$ cat src/hdl/ohash_pkg.sv
// Shared types, codes and a helper function for the open-addressing hash table.
package ohash_pkg;

    // Slot numbers and the table size fit in seven bits.
    localparam int SW = 7;
    localparam int KEYW = 13;
    localparam int DEPTHW = 24;
    localparam int NAMEW = 32;
    localparam int WORDW = KEYW + DEPTHW + NAMEW;

    localparam logic [1:0] OP_INSERT = 2'd0;
    localparam logic [1:0] OP_SEARCH = 2'd1;
    localparam logic [1:0] OP_READ   = 2'd2;

    localparam logic [2:0] ST_OK        = 3'd0;
    localparam logic [2:0] ST_DUPLICATE = 3'd1;
    localparam logic [2:0] ST_FULL      = 3'd2;
    localparam logic [2:0] ST_NOT_FOUND = 3'd3;
    localparam logic [2:0] ST_RANGE     = 3'd4;

    localparam logic [SW-1:0] SIZE_MIN = 7'd2;

    typedef enum logic [1:0] {
        A_SCAN  = 2'd0,
        A_PROBE = 2'd1,
        A_IDX   = 2'd2
    } addr_sel_t;

    typedef enum logic [2:0] {
        R_EMPTY    = 3'd0,
        R_EMPTY_AT = 3'd1,
        R_MEM      = 3'd2,
        R_NEW      = 3'd3,
        R_READ     = 3'd4
    } res_kind_t;

    typedef struct packed {
        logic      latch;
        logic      reduce;
        logic      pinit;
        logic      addr_ld;
        addr_sel_t addr_sel;
        logic      adv;
        logic      wr;
        logic      res_load;
        res_kind_t res_kind;
        logic [2:0] res_status;
    } ohash_cmd_t;

    typedef struct packed {
        logic [1:0] op;
        logic       idx_oor;
        logic       reduced;
        logic       last;
        logic       hit;
        logic       free;
        logic       out_busy;
    } ohash_stat_t;

    // Remainder by seven of a six-bit value, through a reciprocal multiply.
    function automatic logic [2:0] mod7(input logic [5:0] k);
        logic [11:0] prod;
        logic [5:0]  q;
        logic [5:0]  r;
        prod = {6'd0, k} * 12'd37;
        q = prod[11:8] == 4'd0 ? 6'd0 : {2'd0, prod[11:8]};
        r = k - 6'(q * 6'd7);
        return r[2:0];
    endfunction

endpackage

$ cat src/hdl/ohash_ctrl.sv
// Controller state machine that sequences scans, probes and reads.
module ohash_ctrl (
    input  logic                 clk,
    input  logic                 rst_n,
    input  logic                 in_valid,
    output logic                 in_stall,
    input  ohash_pkg::ohash_stat_t st,
    output ohash_pkg::ohash_cmd_t  cmd
);
    import ohash_pkg::*;

    typedef enum logic [7:0] {
        S_IDLE     = 8'b0000_0001,
        S_DECODE   = 8'b0000_0010,
        S_HOME     = 8'b0000_0100,
        S_SCAN_RD  = 8'b0000_1000,
        S_SCAN_CK  = 8'b0001_0000,
        S_PROBE_RD = 8'b0010_0000,
        S_PROBE_CK = 8'b0100_0000,
        S_READ_CK  = 8'b1000_0000
    } state_t;

    state_t state_reg, state_next;

    assign in_stall = (state_reg != S_IDLE);

    always_comb
    begin
        state_next = state_reg;
        cmd = '0;
        cmd.addr_sel = A_SCAN;
        cmd.res_kind = R_EMPTY;
        cmd.res_status = ST_OK;
        case (state_reg)
            S_IDLE:
            begin
                if (in_valid)
                begin
                    cmd.latch = 1'b1;
                    state_next = S_DECODE;
                end
            end
            S_DECODE:
            begin
                if (st.op == OP_INSERT || st.op == OP_SEARCH)
                begin
                    state_next = S_HOME;
                end
                else if (st.op == OP_READ && !st.idx_oor)
                begin
                    cmd.addr_ld = 1'b1;
                    cmd.addr_sel = A_IDX;
                    state_next = S_READ_CK;
                end
                else if (!st.out_busy)
                begin
                    cmd.res_load = 1'b1;
                    cmd.res_status = ST_RANGE;
                    cmd.res_kind = (st.op == OP_READ) ? R_EMPTY_AT : R_EMPTY;
                    state_next = S_IDLE;
                end
            end
            S_HOME:
            begin
                if (st.reduced)
                begin
                    cmd.pinit = 1'b1;
                    state_next = (st.op == OP_INSERT) ? S_SCAN_RD : S_PROBE_RD;
                end
                else
                begin
                    cmd.reduce = 1'b1;
                end
            end
            S_SCAN_RD:
            begin
                cmd.addr_ld = 1'b1;
                cmd.addr_sel = A_SCAN;
                state_next = S_SCAN_CK;
            end
            S_SCAN_CK:
            begin
                if (st.hit)
                begin
                    if (!st.out_busy)
                    begin
                        cmd.res_load = 1'b1;
                        cmd.res_status = ST_DUPLICATE;
                        cmd.res_kind = R_MEM;
                        state_next = S_IDLE;
                    end
                end
                else if (st.last)
                begin
                    cmd.pinit = 1'b1;
                    state_next = S_PROBE_RD;
                end
                else
                begin
                    cmd.adv = 1'b1;
                    state_next = S_SCAN_RD;
                end
            end
            S_PROBE_RD:
            begin
                cmd.addr_ld = 1'b1;
                cmd.addr_sel = A_PROBE;
                state_next = S_PROBE_CK;
            end
            S_PROBE_CK:
            begin
                if (st.op == OP_INSERT)
                begin
                    if (st.free || st.last)
                    begin
                        if (!st.out_busy)
                        begin
                            cmd.res_load = 1'b1;
                            cmd.wr = st.free;
                            cmd.res_status = st.free ? ST_OK : ST_FULL;
                            cmd.res_kind = st.free ? R_NEW : R_EMPTY;
                            state_next = S_IDLE;
                        end
                    end
                    else
                    begin
                        cmd.adv = 1'b1;
                        state_next = S_PROBE_RD;
                    end
                end
                else
                begin
                    if (st.hit || st.last)
                    begin
                        if (!st.out_busy)
                        begin
                            cmd.res_load = 1'b1;
                            cmd.res_status = st.hit ? ST_OK : ST_NOT_FOUND;
                            cmd.res_kind = st.hit ? R_MEM : R_EMPTY;
                            state_next = S_IDLE;
                        end
                    end
                    else
                    begin
                        cmd.adv = 1'b1;
                        state_next = S_PROBE_RD;
                    end
                end
            end
            S_READ_CK:
            begin
                if (!st.out_busy)
                begin
                    cmd.res_load = 1'b1;
                    cmd.res_status = ST_OK;
                    cmd.res_kind = R_READ;
                    state_next = S_IDLE;
                end
            end
            default:
            begin
                state_next = S_IDLE;
            end
        endcase
    end

    always_ff @(posedge clk or negedge rst_n)
    begin
        if (!rst_n)
        begin
            state_reg <= S_IDLE;
        end
        else
        begin
            state_reg <= state_next;
        end
    end

endmodule

$ cat config.mk
export PLATFORM = sky130hd
export DESIGN_NAME = ohash_ctrl
export DESIGN_NICKNAME = d
export VERILOG_FILES = /design/src/hdl/ohash_pkg.sv /design/src/hdl/ohash_ctrl.sv
export SDC_FILE = /design/constraint.sdc
export NUM_CORES = 1
export LEC_CHECK = 0
export ABC_AREA = 1
export BUFFER_PORTS_ARGS = -buffer_cell sky130_fd_sc_hd__buf_4
export CORE_ASPECT_RATIO = 1.75
export CORE_MARGIN = 5
export CORE_UTILIZATION = 29
export DETAILED_ROUTE_END_ITERATION = 8
export PLACE_DENSITY_LB_ADDON = 0.12
export SETUP_SLACK_MARGIN = 0.2
export SYNTH_ARGS = -nofsm -noshare
export SYNTH_HDL_FRONTEND = slang
export SYNTH_SLANG_ARGS = --single-unit
$ cat constraint.sdc
create_clock -name clk -period 1.77 [get_ports clk]
set_input_delay 0.354 -clock clk [delete_from_list [all_inputs] [get_ports clk]]
set_output_delay 0.354 -clock clk [all_outputs]
set_load 0.03 [all_outputs]
### Yosys cells after proc, flatten, opt, wreduce, memory -nomap -nowiden

Cells that the tools add are included.

* bits in registers: 8
* latch bits: 0
* memory bits (writable): 0
* memory bits (read-only): 0
* input bits: 11
* logic and storage cells: 69
* memories: 0

* add/subtract/negate cells: 0
* multipliers: 0
* divide/modulo/power cells: 0
* $lt $le $gt $ge: 0
* equal/unequal tests: 13
* shift-type cells: 0
* mux-type cells: 48
* bitwise operators: 0
* reductions and logical operators: 7

Operator list (number)
* $mux 8: 11
* $pmux 8 s8: 1
* $mux 7: 9
* $pmux 7 s4: 1
* $mux 1: 15
* $mux 6: 2
* $pmux 3 s3: 1
* $eq 8x1->1 const B: 1
* $eq 8x2->1 const B: 1
* $eq 8x3->1 const B: 1
* $eq 8x4->1 const B: 1
* $eq 8x5->1 const B: 1
* $eq 8x6->1 const B: 1
* $eq 8x7->1 const B: 1
* $eq 8x8->1 const B: 1
* $mux 2: 4
* $ne 8x1->1 const B: 1
* $mux 3: 2
* $ne 2x2->1 const B: 2
* $pmux 1 s2: 2
* $logic_or 1x1->1: 3
* $eq 2x1->1 const B: 1
* $eq 2x2->1 const B: 1
* $logic_not 2->1: 1
* other kinds (3): 3

### Depth between registers and ports, before layout

* depth in word-level cells: 6
* gate-level depth with buffers: 10
* gate-level depth less buffers: 10

### Worst setup path after synthesis

Ideal clock, no wire load.

* path type: register -> output
* start point: reg state_reg[4]
* end point: out cmd[12] (netlist bit)
* arrival: 1.475 ns
* setup slack: -0.059 ns
* stages on the path, launching flop included: 6
* buffers on the path: 0
* cell sequence: dfrtp_1 -> nor2_2 -> nand2_1 -> inv_2 -> nand2_2 -> o21ai_0

RTL lines
* start: declaration: RTL line ohash_ctrl.sv:23 `state_t state_reg, state_next;`
* start signal: assignment: RTL line ohash_ctrl.sv:175 `state_reg <= state_next;`
* end: declaration: RTL line ohash_ctrl.sv:8 `output ohash_pkg::ohash_cmd_t cmd`

==> out/summary.json <==
{
  "dp.cells": {"value": 205},
  "cellLeakagePower": {"value": 0.849, "unit": "nW"},
  "port_buffers": {"value": 26},
  "commonest_cells_after_routing_fill_and_taps_aside": {"value": "sky130_fd_sc_hd__buf_4, sky130_fd_sc_hd__nand2_1, sky130_fd_sc_hd__buf_6"},
  "fin_cells": {"value": 228},
  "syn-mean-instance-area": {"value": 6.10, "unit": "µm²"},
  "share_of_the_synthesized_area_in_compound_gates_ao_oa_aoi_oai": {"value": 0.0885},
  "hold_violations": {"value": 0},
  "power_per_cell_area": {"value": 837, "unit": "nW/µm²"},
  "floorplan.rows": {"value": 26},
  "timing.final.crit_share": {"value": 1.06},
  "core-area": {"value": 2930, "unit": "µm²"},
  "pre_cts_slack": {"value": 40.6, "unit": "ps"},
  "synth-adder-area-share": {"value": 0},
  "viasPerCell": {"value": 4.79},
  "cts_buffer_depth": {"value": 2},
  "cp.arrival": {"value": 1520, "unit": "ps"},
  "layout_commonest_cell": {"value": "sky130_fd_sc_hd__buf_4"},
  "first_global_vias": {"value": 1205},
  "cts.clk_slew.worst_paths": {"value": 40, "unit": "ps"},
  "drtPass1Iterations": {"value": 4},
  "routed_wirelength": {"value": 3020, "unit": "µm"},
  "violations": {"value": "setup timing"},
  "start_kind": {"value": "flop"},
  "design.final.nets": {"value": 212},
  "hp_start": {"value": "in_valid"},
  "grt_start_max_net_pins": {"value": 9},
  "maxSlewViolCount": {"value": 0},
  "part_of_the_yosys_area_used_for_sequential_elements": {"value": 0.226},
  "route.detailed.drc": {"value": 0},
  "cts.sink_count": {"value": 8},
  "fp.dieH": {"value": 83.3, "unit": "µm"},
  "hold_slack": {"value": 443, "unit": "ps"},
  "status": {"value": "complete, but fails checks"},
  "hold_class": {"value": "in -> reg"},
  "netlist_top_cells_area": {"value": "sky130_fd_sc_hd__dfrtp_1, sky130_fd_sc_hd__nand2_1, sky130_fd_sc_hd__nor2_1"},
  "post_synth_xor_area_fraction": {"value": 0},
  "setup_repair_after_global_routing_missed_its_margin": {"value": "true"},
  "report.final.setup_viol": {"value": 13},
  "synth_top_area_cell": {"value": "sky130_fd_sc_hd__dfrtp_1"},
  "synth_top_family_by_area": {"value": "simple AND/OR/NAND/NOR gates"},
  "max_slew.worst_pin.slew": {"value": 362, "unit": "ps"},
  "finalCoreUtilization": {"value": 0.547},
  "post_synthesis_share_of_cell_area_spent_on_and_or_nand_and_nor_gates": {"value": 0.566},
  "max_slew_margin": {"value": 0.758},
  "globalRouteOverflowTotal": {"value": 0},
  "layout-drive-gt1-share": {"value": 0.610},
  "grt_antenna_before_repair": {"value": 0},
  "crit_type": {"value": "reg -> out"},
  "critical_path.endpoint_type": {"value": "output pin"},
  "place_hpwl": {"value": 2320, "unit": "µm"},
  "synthCells": {"value": 146},
  "routabilityCongestion": {"value": 0.816},
  "cts_tree": {"value": "done"},
  "effective_utilization_at_floorplan": {"value": 0.304},
  "netlist-cell-type-count": {"value": 24},
  "filler_cell_count": {"value": 291},
  "top_level_ports": {"value": 27},
  "floorplan_die_area": {"value": 4320, "unit": "µm²"},
  "later_pin_clock_latency_in_the_skew_report": {"value": 230, "unit": "ps"},
  "vias": {"value": 1093},
  "critical_path.max_fanout": {"value": 5},
  "clock-skew-final": {"value": 0.488, "unit": "ps"},
  "synth_top_area_frac": {"value": 0.197},
  "area_of_the_mapped_netlist": {"value": 891, "unit": "µm²"},
  "drv_cap": {"value": 0},
  "critPathLaunch": {"value": "state_reg[4]"},
  "syn_nets": {"value": 157},
  "largest_reg_flops": {"value": 8},
  "fin_crit": {"value": 1880, "unit": "ps"},
  "peakVddDrop": {"value": 0.342, "unit": "mV"},
  "ys_seq_elements": {"value": 8},
  "numCtsBuffers": {"value": 3},
  "groute.usage.overall": {"value": 0.154},
  "power": {"value": 1.34, "unit": "mW"},
  "root_buffer": {"value": "sky130_fd_sc_hd__clkbuf_8"},
  "yosysWarningCount": {"value": 0},
  "max_freq": {"value": 0.532, "unit": "GHz"},
  "die_width": {"value": 51.9, "unit": "µm"},
  "fraction_of_synthesized_area_in_multiplexers": {"value": 0},
  "grt_first_pass_wirelength": {"value": 5220, "unit": "µm"},
  "regToRegStartpoint": {"value": "state_reg[4]"},
  "cts_max_level": {"value": 1},
  "drt_first_iter_violations": {"value": 31},
  "routedWlPerCell": {"value": 13.2, "unit": "µm"},
  "antenna_left": {"value": 0},
  "crit_required": {"value": 1420, "unit": "ps"},
  "final_critical_path_setup_slack": {"value": -109, "unit": "ps"},
  "syn_to_final_growth": {"value": 79.6, "unit": "%"},
  "antenna_cells": {"value": 0},
  "r2r_setup_slk": {"value": 240, "unit": "ps"}
}
==> final cells by class <==
type,instances,area (µm²),share of cell area
multi-input cells,110,749,0.468
repair buffers,51,464,0.290
well taps,28,35.0,0.0219
clock buffers,4,45.0,0.0281
flip-flops and latches,8,203,0.127
inverters,27,104,0.0649
==> where the power goes <==
part / total, mW / internal (mW) / switching (mW)
combinational: 0.851 / 0.353 / 0.498
clock: 0.237 / 0.157 / 0.0800
sequential: 0.252 / 0.221 / 0.0302
total: 1.34 / 0.731 / 0.609
==> metrics by stage <==
step | setup TNS, ps | cell area (µm²)
finish | -925 | 1600
global route | -2000 | 1600
CTS | -768 | 1460
detailed placement | 0 | 1190
global placement | 0 | 1190
floorplan | 0 | 916
==> worst max-delay path, cell delays in order, from the launching register on <==
cell	delay, ps
sky130_fd_sc_hd__dfrtp_1	420
sky130_fd_sc_hd__nor2_2	170
sky130_fd_sc_hd__nand2_1	80
sky130_fd_sc_hd__inv_2	100
sky130_fd_sc_hd__nand2_4	90
sky130_fd_sc_hd__inv_4	70
sky130_fd_sc_hd__nand2_4	60
sky130_fd_sc_hd__buf_4	140
sky130_fd_sc_hd__inv_2	50
sky130_fd_sc_hd__buf_6	120
==> worst paths after layout <==
kind,to,depth (start not counted)
worst max-delay path,cmd[2],9
worst min-delay path,state_reg[0],4
worst max register to register,state_reg[3],12
worst min register to register,state_reg[7],3
max in group asynchronous,state_reg[0],2
min in group asynchronous,state_reg[3],2
==> cells in the mapped netlist <==
cell type / instances
sky130_fd_sc_hd__nand2_2: 8
sky130_fd_sc_hd__nand3b_1: 1
sky130_fd_sc_hd__inv_2: 8
sky130_fd_sc_hd__nor3_1: 1
sky130_fd_sc_hd__a21oi_1: 2
sky130_fd_sc_hd__nand2_4: 4
sky130_fd_sc_hd__nand3_1: 15
sky130_fd_sc_hd__nand3_2: 1
sky130_fd_sc_hd__nor2_8: 1
sky130_fd_sc_hd__o21ai_1: 2
sky130_fd_sc_hd__nand4_1: 2
sky130_fd_sc_hd__inv_1: 19
sky130_fd_sc_hd__o22ai_1: 2
sky130_fd_sc_hd__nor2_2: 5
sky130_fd_sc_hd__o21ai_0: 6
sky130_fd_sc_hd__o21ai_2: 1
sky130_fd_sc_hd__nand2_1: 30
sky130_fd_sc_hd__dfrtp_1: 7
sky130_fd_sc_hd__nand3b_2: 1
sky130_fd_sc_hd__o211ai_1: 1
sky130_fd_sc_hd__dfstp_2: 1
sky130_fd_sc_hd__clkbuf_2: 1
sky130_fd_sc_hd__nor2_4: 3
sky130_fd_sc_hd__nor2_1: 24
==> routing by layer <==
| metal | share of wire | wire (µm) | GRT usage |
|---|---|---|---|
| met2 | 0.60 | 1800 | 0.293 |
| met3 | 0.017 | 51 | 0.00717 |
| met4 | 0.019 | 57 | 0.0740 |
| met5 | 0 | 0 | 0 |
| met1 | 0.37 | 1110 | 0.161 |
==> cell families after synthesis <==
family | count (synthesis)
simple gates | 96
compound gates | 14
flops | 8
buf+inv | 28
==> repair_timing <==
item	CTS	global route
setup buffers	11	7
pin swaps	14	12
hold buffers	1	0
gates resized for setup	39	27
endpoints found under the hold margin	7	0
gates cloned	0	0
endpoints found under the setup margin	16	18
(Power assumes the default switching activity.)
