--- src/hdl/ohash_pkg.sv ---
// Shared types, codes and a helper function for the open-addressing hash table.
package ohash_pkg;

    // Slot numbers and the table size fit in seven bits.
    localparam int SW = 7;
    localparam int KEYW = 13;
    localparam int DEPTHW = 24;
    localparam int NAMEW = 32;
    localparam int WORDW = KEYW + DEPTHW + NAMEW;

    localparam logic [1:0] OP_INSERT = 2'd0;
    localparam logic [1:0] OP_SEARCH = 2'd1;
    localparam logic [1:0] OP_READ   = 2'd2;

    localparam logic [2:0] ST_OK        = 3'd0;
    localparam logic [2:0] ST_DUPLICATE = 3'd1;
    localparam logic [2:0] ST_FULL      = 3'd2;
    localparam logic [2:0] ST_NOT_FOUND = 3'd3;
    localparam logic [2:0] ST_RANGE     = 3'd4;

    localparam logic [SW-1:0] SIZE_MIN = 7'd2;

    typedef enum logic [1:0] {
        A_SCAN  = 2'd0,
        A_PROBE = 2'd1,
        A_IDX   = 2'd2
    } addr_sel_t;

    typedef enum logic [2:0] {
        R_EMPTY    = 3'd0,
        R_EMPTY_AT = 3'd1,
        R_MEM      = 3'd2,
        R_NEW      = 3'd3,
        R_READ     = 3'd4
    } res_kind_t;

    typedef struct packed {
        logic      latch;
        logic      reduce;
        logic      pinit;
        logic      addr_ld;
        addr_sel_t addr_sel;
        logic      adv;
        logic      wr;
        logic      res_load;
        res_kind_t res_kind;
        logic [2:0] res_status;
    } ohash_cmd_t;

    typedef struct packed {
        logic [1:0] op;
        logic       idx_oor;
        logic       reduced;
        logic       last;
        logic       hit;
        logic       free;
        logic       out_busy;
    } ohash_stat_t;

    // Remainder by seven of a six-bit value, through a reciprocal multiply.
    function automatic logic [2:0] mod7(input logic [5:0] k);
        logic [11:0] prod;
        logic [5:0]  q;
        logic [5:0]  r;
        prod = {6'd0, k} * 12'd37;
        q = prod[11:8] == 4'd0 ? 6'd0 : {2'd0, prod[11:8]};
        r = k - 6'(q * 6'd7);
        return r[2:0];
    endfunction

endpackage

--- src/hdl/ohash_dp.sv ---
// Datapath: slot memory, valid bits, probe arithmetic and result register.
module ohash_dp #(
    parameter int TABLE_DEPTH = 64
) (
    input  logic                  clk,
    input  logic                  rst_n,
    input  ohash_pkg::ohash_cmd_t cmd,
    output ohash_pkg::ohash_stat_t st,
    input  logic [6:0]            table_size,
    input  logic                  probe_mode,
    input  logic [1:0]            opcode,
    input  logic [4:0]            id_letter,
    input  logic [3:0]            id_tens,
    input  logic [3:0]            id_units,
    input  logic [23:0]           dept_code,
    input  logic [31:0]           name_handle,
    input  logic [5:0]            slot_index,
    output logic                  out_valid,
    input  logic                  out_stall,
    output logic [2:0]            status,
    output logic                  slot_used,
    output logic [5:0]            found_slot,
    output logic [4:0]            out_letter,
    output logic [3:0]            out_tens,
    output logic [3:0]            out_units,
    output logic [23:0]           out_dept,
    output logic [31:0]           out_name,
    output logic [6:0]            occupancy
);
    import ohash_pkg::*;

    localparam int AW = $clog2(TABLE_DEPTH);

    logic [WORDW-1:0] mem [TABLE_DEPTH];
    logic [WORDW-1:0] rdata_reg;
    logic [TABLE_DEPTH-1:0] vld_reg;
    logic [6:0] cnt_reg, cnt_next;
    logic out_valid_reg;

    logic [1:0]  op_reg;
    logic [4:0]  let_reg;
    logic [3:0]  ten_reg;
    logic [3:0]  uni_reg;
    logic [23:0] dept_reg;
    logic [31:0] name_reg;
    logic [5:0]  idx_reg;
    logic [SW-1:0] n_reg;
    logic        mode_reg;

    logic [SW-1:0] acc_reg, stp_reg, off_reg, inc_reg, i_reg, addr_reg;
    logic [SW-1:0] n_eff, pos, addr_mux, off_next, inc_next;
    logic [SW:0]   pos_sum, off_sum, inc_sum;
    logic [5:0]    keyval;
    logic [KEYW-1:0] packed_key;
    logic          vld_at;

    logic [2:0]  res_status_reg;
    logic        res_used_reg;
    logic [5:0]  res_slot_reg;
    logic [KEYW-1:0] res_key_reg;
    logic [23:0] res_dept_reg;
    logic [31:0] res_name_reg;
    logic [6:0]  res_occ_reg;

    always_comb
    begin
        n_eff = table_size;
        if (table_size < SIZE_MIN)
        begin
            n_eff = SIZE_MIN;
        end
        else if (32'(table_size) > 32'(TABLE_DEPTH))
        begin
            n_eff = SW'(TABLE_DEPTH);
        end
    end

    assign keyval = {1'b0, id_letter} + {2'b00, id_tens} + {2'b00, id_units};
    assign packed_key = {let_reg, ten_reg, uni_reg};

    // Probe position: home slot plus the running offset, both below n.
    assign pos_sum = {1'b0, acc_reg} + {1'b0, off_reg};
    assign pos = (pos_sum >= {1'b0, n_reg}) ? SW'(pos_sum - {1'b0, n_reg}) : pos_sum[SW-1:0];

    assign off_sum = {1'b0, off_reg} + {1'b0, (mode_reg ? inc_reg : stp_reg)};
    assign off_next = (off_sum >= {1'b0, n_reg}) ? SW'(off_sum - {1'b0, n_reg})
                                                 : off_sum[SW-1:0];
    assign inc_sum = {1'b0, inc_reg} + 8'd2;
    assign inc_next = (inc_sum >= {1'b0, n_reg}) ? SW'(inc_sum - {1'b0, n_reg})
                                                 : inc_sum[SW-1:0];

    always_comb
    begin
        case (cmd.addr_sel)
            A_SCAN:  addr_mux = i_reg;
            A_PROBE: addr_mux = pos;
            A_IDX:   addr_mux = {1'b0, idx_reg};
            default: addr_mux = i_reg;
        endcase
    end

    assign vld_at = vld_reg[AW'(addr_reg)];

    assign st.op       = op_reg;
    assign st.idx_oor  = ({1'b0, idx_reg} >= n_reg);
    assign st.reduced  = (acc_reg < n_reg) && (stp_reg < n_reg);
    assign st.last     = (i_reg == n_reg - 7'd1);
    assign st.hit      = vld_at && (rdata_reg[WORDW-1 -: KEYW] == packed_key);
    assign st.free     = !vld_at;
    assign st.out_busy = out_valid_reg;

    assign cnt_next = (cmd.wr && cnt_reg != 7'd127) ? cnt_reg + 7'd1 : cnt_reg;

    // Latched item fields and probe sequencing registers.
    always_ff @(posedge clk)
    begin
        if (cmd.latch)
        begin
            op_reg   <= opcode;
            let_reg  <= id_letter;
            ten_reg  <= id_tens;
            uni_reg  <= id_units;
            dept_reg <= dept_code;
            name_reg <= name_handle;
            idx_reg  <= slot_index;
            n_reg    <= n_eff;
            mode_reg <= probe_mode;
            acc_reg  <= {keyval, 1'b0};
            stp_reg  <= 7'd7 - {4'd0, mod7(keyval)};
        end
        else if (cmd.reduce)
        begin
            if (acc_reg >= n_reg)
            begin
                acc_reg <= acc_reg - n_reg;
            end
            if (stp_reg >= n_reg)
            begin
                stp_reg <= stp_reg - n_reg;
            end
        end
        if (cmd.pinit)
        begin
            i_reg   <= '0;
            off_reg <= '0;
            inc_reg <= 7'd1;
        end
        else if (cmd.adv)
        begin
            i_reg   <= i_reg + 7'd1;
            off_reg <= off_next;
            if (mode_reg)
            begin
                inc_reg <= inc_next;
            end
        end
        if (cmd.addr_ld)
        begin
            addr_reg <= addr_mux;
        end
    end

    always_ff @(posedge clk)
    begin
        if (cmd.wr)
        begin
            mem[AW'(addr_reg)] <= {packed_key, dept_reg, name_reg};
        end
        if (cmd.addr_ld)
        begin
            rdata_reg <= mem[AW'(addr_mux)];
        end
    end

    always_ff @(posedge clk or negedge rst_n)
    begin
        if (!rst_n)
        begin
            vld_reg <= '0;
            cnt_reg <= '0;
            out_valid_reg <= 1'b0;
        end
        else
        begin
            if (cmd.wr)
            begin
                vld_reg[AW'(addr_reg)] <= 1'b1;
            end
            cnt_reg <= cnt_next;
            if (cmd.res_load)
            begin
                out_valid_reg <= 1'b1;
            end
            else if (!out_stall)
            begin
                out_valid_reg <= 1'b0;
            end
        end
    end

    always_ff @(posedge clk)
    begin
        if (cmd.res_load)
        begin
            res_status_reg <= cmd.res_status;
            res_occ_reg <= cnt_next;
            res_used_reg <= 1'b0;
            res_slot_reg <= '0;
            res_key_reg <= '0;
            res_dept_reg <= '0;
            res_name_reg <= '0;
            case (cmd.res_kind)
                R_EMPTY_AT:
                begin
                    res_slot_reg <= idx_reg;
                end
                R_MEM:
                begin
                    res_used_reg <= 1'b1;
                    res_slot_reg <= addr_reg[5:0];
                    {res_key_reg, res_dept_reg, res_name_reg} <= rdata_reg;
                end
                R_NEW:
                begin
                    res_used_reg <= 1'b1;
                    res_slot_reg <= addr_reg[5:0];
                    res_key_reg <= packed_key;
                    res_dept_reg <= dept_reg;
                    res_name_reg <= name_reg;
                end
                R_READ:
                begin
                    res_used_reg <= vld_at;
                    res_slot_reg <= addr_reg[5:0];
                    if (vld_at)
                    begin
                        {res_key_reg, res_dept_reg, res_name_reg} <= rdata_reg;
                    end
                end
                default:
                begin
                    res_used_reg <= 1'b0;
                end
            endcase
        end
    end

    assign out_valid  = out_valid_reg;
    assign status     = res_status_reg;
    assign slot_used  = res_used_reg;
    assign found_slot = res_slot_reg;
    assign out_letter = res_key_reg[12:8];
    assign out_tens   = res_key_reg[7:4];
    assign out_units  = res_key_reg[3:0];
    assign out_dept   = res_dept_reg;
    assign out_name   = res_name_reg;
    assign occupancy  = res_occ_reg;

endmodule

--- config.mk ---
export PLATFORM = sky130hd
export DESIGN_NAME = ohash_dp
export DESIGN_NICKNAME = d
export VERILOG_FILES = /design/src/hdl/ohash_pkg.sv /design/src/hdl/ohash_dp.sv
export SDC_FILE = /design/constraint.sdc
export NUM_CORES = 2
export LEC_CHECK = 0
export BUFFER_PORTS_ARGS = -buffer_cell sky130_fd_sc_hd__buf_4
export CAP_MARGIN = 20
export CORE_UTILIZATION = 40
export DETAILED_ROUTE_END_ITERATION = 12
export GPL_ROUTABILITY_DRIVEN = 1
export PLACE_DENSITY = 0.53
export SLEW_MARGIN = 30
export SYNTH_ARGS = -nofsm -noshare
export SYNTH_HDL_FRONTEND = slang
export SYNTH_MEMORY_MAX_BITS = 65536
export SYNTH_SLANG_ARGS = --single-unit
--- constraint.sdc ---
create_clock -name clk -period 8.3 [get_ports clk]
set_input_delay 0.83 -clock clk [delete_from_list [all_inputs] [get_ports clk]]
set_output_delay 0.83 -clock clk [all_outputs]
set_load 0.02 [all_outputs]
# [Word-level counts from Yosys, hierarchy flattened]
# Memory sizes are Yosys's and may differ from the RTL's. A register that Yosys moved wholly into a read port is not among the register bits.
# Index checks and enable logic that the tools add are counted.
[classes] mux=30 shifts=0 bitwise=1 n_eq_ne=10 reduce_logical=16 multipliers=2 addsub=15 div_mod_pow=0 magnitude_cmp=12
[ops] operator="$pmux W32 S3" count=1
[ops] operator="$mux W7" count=11
[ops] operator="$pmux W24 S3" count=1
[ops] operator="$or A64 B64 Y64" count=1
[ops] operator="$pmux W13 S3" count=1
[ops] operator="$mux W32" count=1
[ops] operator="$sub A7 B7 Y7" count=4
[ops] operator="$ge A8 B7 Y1" count=3
[ops] operator="$mux W24" count=1
[ops] operator="$pmux W6 S2" count=2
[ops] operator="$add A7 B7 Y8" count=2
[ops] operator="$add A7 B1 Y7 const B" count=2
[ops] operator="$ge A7 B7 Y1" count=2
[ops] operator="$lt A7 B7 Y1" count=2
[ops] operator="$eq A13 B13 Y1" count=1
[ops] operator="$mux W13" count=1
[ops] operator="$mul A6 B6 Y12 const B" count=1
[ops] operator="$add A7 B2 Y8 const B" count=1
[ops] operator="$reduce_and A2 Y1" count=4
[ops] operator="$eq A7 B7 Y1" count=1
[ops] operator="$ge A6 B7 Y1" count=1
[ops] operator="$gt A7 B7 Y1 const B" count=1
[ops] operator="$lt A6 B7 Y1 const B" count=1
[ops] operator="$lt A7 B2 Y1 const B" count=1
[ops] operator="other kinds (27)" count=39
[totals] romBits=0 out_inout_bits=95 wordCells=114 latch_bits=0 register_bits=284 ramBits=4416 memories=1
[mem_list] name="mem" words=64 width=69 read_ports=1 rd_ports_with_merged_regs=1 wr=1 line_no="ohash_dp.sv:34" source="logic [WORDW-1:0] mem [TABLE_DEPTH];"

# [Depth between registers and ports, before layout]
[depth] depth_word=9 depth_mapped=25 mapped_depth_nobuf=25

# [Worst setup path after synthesis]
# No wires, ideal clock.
[synth_path] path_type="input to register" start="input port id_letter[1]" end="register stp_reg[2], data pin" setup_slack_ps=2384 setup_time_ps=270 n_path_buf=0 cell_stages=25 required_time_ps=8030 arrival_ps=5646 path_cell_list="fa_1 > ha_1 > inv_1 > fa_1 > nor2b_1 > o21ai_0 > nand2b_1 > ha_1 > ha_1 > ha_1 > ha_1 > a41o_1 > a21o_1 > a21oi_1 > nor2b_1 > nor2_1 > xnor2_1 > ha_1 > inv_1 > fa_1 > xnor2_1 > xnor2_1 > xnor2_1 > xnor2_1 > a21oi_1"
[synth_via] elab_chain_cells=9
[synth_lines] item="start: declaration" line_no="ohash_dp.sv:12" source="input logic [4:0] id_letter,"
[synth_lines] item="$add A5 B4 Y6 (*)" line_no="ohash_dp.sv:78" source="assign keyval = {1'b0, id_letter} + {2'b00, id_tens} + {2'b00, id_units};"
[synth_lines] item="$add A6 B4 Y6 (*)" line_no="ohash_dp.sv:78"
[synth_lines] item="$mul A6 B6 Y12" line_no="ohash_pkg.sv:65" source="prod = {6'd0, k} * 12'd37;"
[synth_lines] item="$logic_not A4 Y1" line_no="ohash_pkg.sv:66" source="q = prod[11:8] == 4'd0 ? 6'd0 : {2'd0, prod[11:8]};"
[synth_lines] item="$mux W4" line_no="ohash_pkg.sv:66"
[synth_lines] item="$mul A4 B3 Y3" line_no="ohash_pkg.sv:67" source="r = k - 6'(q * 6'd7);"
[synth_lines] item="$sub A3 B3 Y3 (*)" line_no="ohash_pkg.sv:67"
[synth_lines] item="$sub A3 B3 Y4 (*)" line_no="ohash_dp.sv:129" source="stp_reg <= 7'd7 - {4'd0, mod7(keyval)};"
[synth_lines] item="$mux W7 (*)" line_no="ohash_dp.sv:117" source="if (cmd.latch)"
[synth_lines] item="end signal: assignment" line_no="ohash_dp.sv:129"
[synth_lines] item="end signal: assignment" line_no="ohash_dp.sv:139" source="stp_reg <= stp_reg - n_reg;"
[synth_lines] item="end: declaration" line_no="ohash_dp.sv:50" source="logic [SW-1:0] acc_reg, stp_reg, off_reg, inc_reg, i_reg, addr_reg;"
# Mark *: on every way between the ends. The rest lies on a longest branch, timed or not.
# A chain may end at the register's enable or synchronous reset.

# [Worst setup path after layout]
[layout_path] start="input port id_letter[3]" end="register stp_reg[2], data pin"
[layout_via] elab_chain_cells=9
[layout_lines] item="$add A5 B4 Y6 (*)" line_no="ohash_dp.sv:78"
[layout_lines] item="$add A6 B4 Y6 (*)" line_no="ohash_dp.sv:78"
[layout_lines] item="$mul A6 B6 Y12 (*)" line_no="ohash_pkg.sv:65"
[layout_lines] item="$logic_not A4 Y1" line_no="ohash_pkg.sv:66"
[layout_lines] item="$mux W4 (*)" line_no="ohash_pkg.sv:66"
[layout_lines] item="$mul A4 B3 Y3 (*)" line_no="ohash_pkg.sv:67"
[layout_lines] item="$sub A3 B3 Y3 (*)" line_no="ohash_pkg.sv:67"
[layout_lines] item="$sub A3 B3 Y4 (*)" line_no="ohash_dp.sv:129"
[layout_lines] item="$mux W7 (*)" line_no="ohash_dp.sv:117"
# Marks and branches as above.

==> flow_summary.yaml <==
detailed_routing:
  vias_per_cell: 6.08
  detailed_route_wire_length_per_cell_um: 34.2
  routed_wirelength_um: 662000
  via_count: 117583
  detailedRoute.firstIterationViolations: 17172
  first_pass_iters: 6
  route.detailed.drc: 0
  detail-route-antenna-nets: 0
layout:
  most-common-layout-cells: "edfxtp_1 (4675), nand2_1 (2548), a21oi_1 (1351), buf_4 (507), clkbuf_16 (490)"
  area_growth_syn_to_fin_pct: 14.5
  post_route_cells_drive_above_1_share: 0.124
  commonest_non_fill_non_tap_cell_in_the_layout: "edfxtp_1"
  final_nets: 12964
  number_of_flip_flops_under_the_largest_register_name: 4416
  layout.filler_cells: 39952
  area_of_combinational_cells_with_multiple_inputs_sq_um: 40900
  stdcell_area_sq_um: 214000
  final-seq-area_sq_um: 143000
  fin_util: 0.461
cts:
  cts_resized: 0
  cts_max_path_buffers: 4
  cts_tree: "yes"
  cts.reportedPaths.clkPinSlew_ps: 60
  post-cts-setup-buffers: 0
  cts_hold_repair.buffers: 77
  h-tree-depth: 5
  cts_inserted_buffers: 481
  clkSinkCount: 4769
  ctsRootBufferMaster: "clkbuf_16"
  clock_insertion_delay_worst_skew_ps: 1030
global_routing:
  gr-usage-all-layers: 0.274
  grt_antenna_before_repair: 36
  globalRouteOverflowTotal: 0
  grt_pass1_wl_um: 902000
  via_count_of_the_first_global_routing_pass: 112194
  largest_net_degree_at_the_start_of_global_routing: 141
sta:
  setup_viol_count_final: 0
  skew_ps: 52.9
  timing.slew.headroom: 0.269
  grt_setup_unrepaired: "no"
  final_hold_viol_count: 0
  slew_at_the_pin_with_the_worst_max_slew_slack_ps: 1100
  period_minus_slack_ps: 6750
  timing.final.ws_setup_ps: 1550
  achievable-frequency_mhz: 148
  setup_tns_ps: 0
  layout_worst_path_cycle_share: 0.814
  finalHoldWorstSlack_ps: 69.1
  final-max-slew-violation-count: 0
floorplanning:
  die_w_um: 685
  fp.dieArea_sq_um: 469000
  rows: 250
  core_area_sq_um: 464000
  die_h_um: 685
  top_level_ports: 198
  initial_core_util: 0.402
hold_path:
  hold_path.class: "input pin to register"
synthesis:
  synth.avg_cell_area_sq_um: 15.1
  asyncSetResetFlopFracSynth: 0.0151
  synth-edff-count: 4675
  postSynth.topFlopCell: "edfxtp_1"
  netlist-cell-type-count: 76
  synth_fp_nets: 12584
  synth.cell_area_sq_um: 187000
  synth_top_area_frac: 0.752
  synth-seq-cells: 4769
  yosysWarnings: 0
  seq_area_frac_synth: 0.764
  syn_inst: 12385
  synth_top_area_cell: "edfxtp_1"
  post_synth_main_area_contributors: "edfxtp_1 (75%), nand2_1 (5.1%), a21oi_1 (3.6%)"
critical_path:
  worst-path-max-fanout: 4
  slowest_delay_ps: 980
  critical-path-top-cell-by-count: "ha_1"
  worst-setup-path-type: "input pin to register"
  required_ps: 9040
  slowest_stage: "fa_1"
  arrival_ps: 7490
  critPathLaunchType: "input pin"
  end_kind: "register"
placed_design:
  post_dp_cell_area_sq_um: 197000
  place_congestion: 0.824
  placement.io_buffers: 197
  dpl.hpwl_um: 338000
  post-place-ws_ps: 1140
flow_run:
  number_of_maximum_capacitance_constraint_violations: 0
power_and_ir_drop:
  power.leakage_nw: 71.3
  power_density_nw_per_um2: 306
  worst_ir_drop_vdd_uv: 298
run_status:
  status: "completed"
==> metal layers <==
metal	up-vias	share of wire	track usage
met5	-	0.000085	0
met4	8	0.043	0.104
met3	1189	0.097	0.0423
met2	6719	0.46	0.437
met1	61362	0.40	0.381
li1	48305	-	-
==> final cells by class <==
class,count,area share
flip-flops and latches,4769,0.667
inverters,44,0.000913
multi-input cells,6776,0.192
well taps,6174,0.0362
repair buffers,693,0.0315
diodes,21,0.000246
clock buffers,587,0.0593
clock inverters,289,0.0128
==> per-stage QoR <==
step / power (mW) / cells
after global routing: 67.5 / 19351
after global placement: 43.8 / 18364
after CTS: 65.5 / 19327
after floorplan: 38.0 / 12385
final: 65.4 / 19353
after detailed placement: 44.1 / 18374
==> worst max-delay path, delay by kind of cell <==
kind,cells,cell delay [ps]
XOR/XNOR,5,930
AO/OA/AOI/OAI,5,1000
AND/OR/NAND/NOR,4,600
buffers and inverters,3,740
adder cells (fa/ha/maj),8,3380
==> path summary, 6_finish.rpt <==
kind | start | to | slack, ps | depth (start not counted)
max | id_letter[3] | stp_reg[2] | 1550 | 25
min | dept_code[0] | dept_reg[0] | 70 | 1
max reg2reg | acc_reg[1] | rdata_reg[6] | 1820 | 16
min reg2reg | vld_reg[19] | vld_reg[19] | 460 | 1
max in group asynchronous | rst_n | vld_reg[54] | 7380 | 2
min in group asynchronous | rst_n | out_valid | 350 | 2
==> power breakdown <==
part	internal [mW]	leakage (nW)	total, mW	switching, mW
Clock	12.2	7.52	21.6	9.36
Combinational	4.89	20.4	15.7	10.8
Sequential	27.6	43.4	28.1	0.475
==> kinds of logic after synthesis <==
| kind of cell | share of synthesized area |
|---|---|
| compound gates | 0.0886 |
| xor+xnor | 0.00366 |
| fa+ha+maj | 0.00700 |
| buf+inv | 0.0200 |
| flops | 0.764 |
| mux | 0.0390 |
| simple gates | 0.0774 |
==> synth_stat cells (all sizes together) (4+ instances only) <==
cell	number
edfxtp	4675
nand2	2549
a21oi	1353
a22oi	454
mux2i	422
buf	400
clkbuf	396
nand3	387
a221oi	193
mux4	130
nor2	124
nor3	119
o21ai	98
a22o	82
ha	82
a32oi	75
nor4	73
dfrtp	72
o2111ai	68
a2111oi	66
and3	66
or2	65
xnor2	50
a31oi	47
inv	44
a211oi	39
o22ai	37
xor2	28
a21o	24
dfxtp	22
nor2b	20
nand2b	16
nand4	15
fa	14
mux2	11
o21bai	8
nand3b	6
and4	5
o211ai	5
or3	5
a311oi	4
and2	4
and4b	4
nor3b	4
o31ai	4
Note: power is estimated with default switching activity, not from simulation.
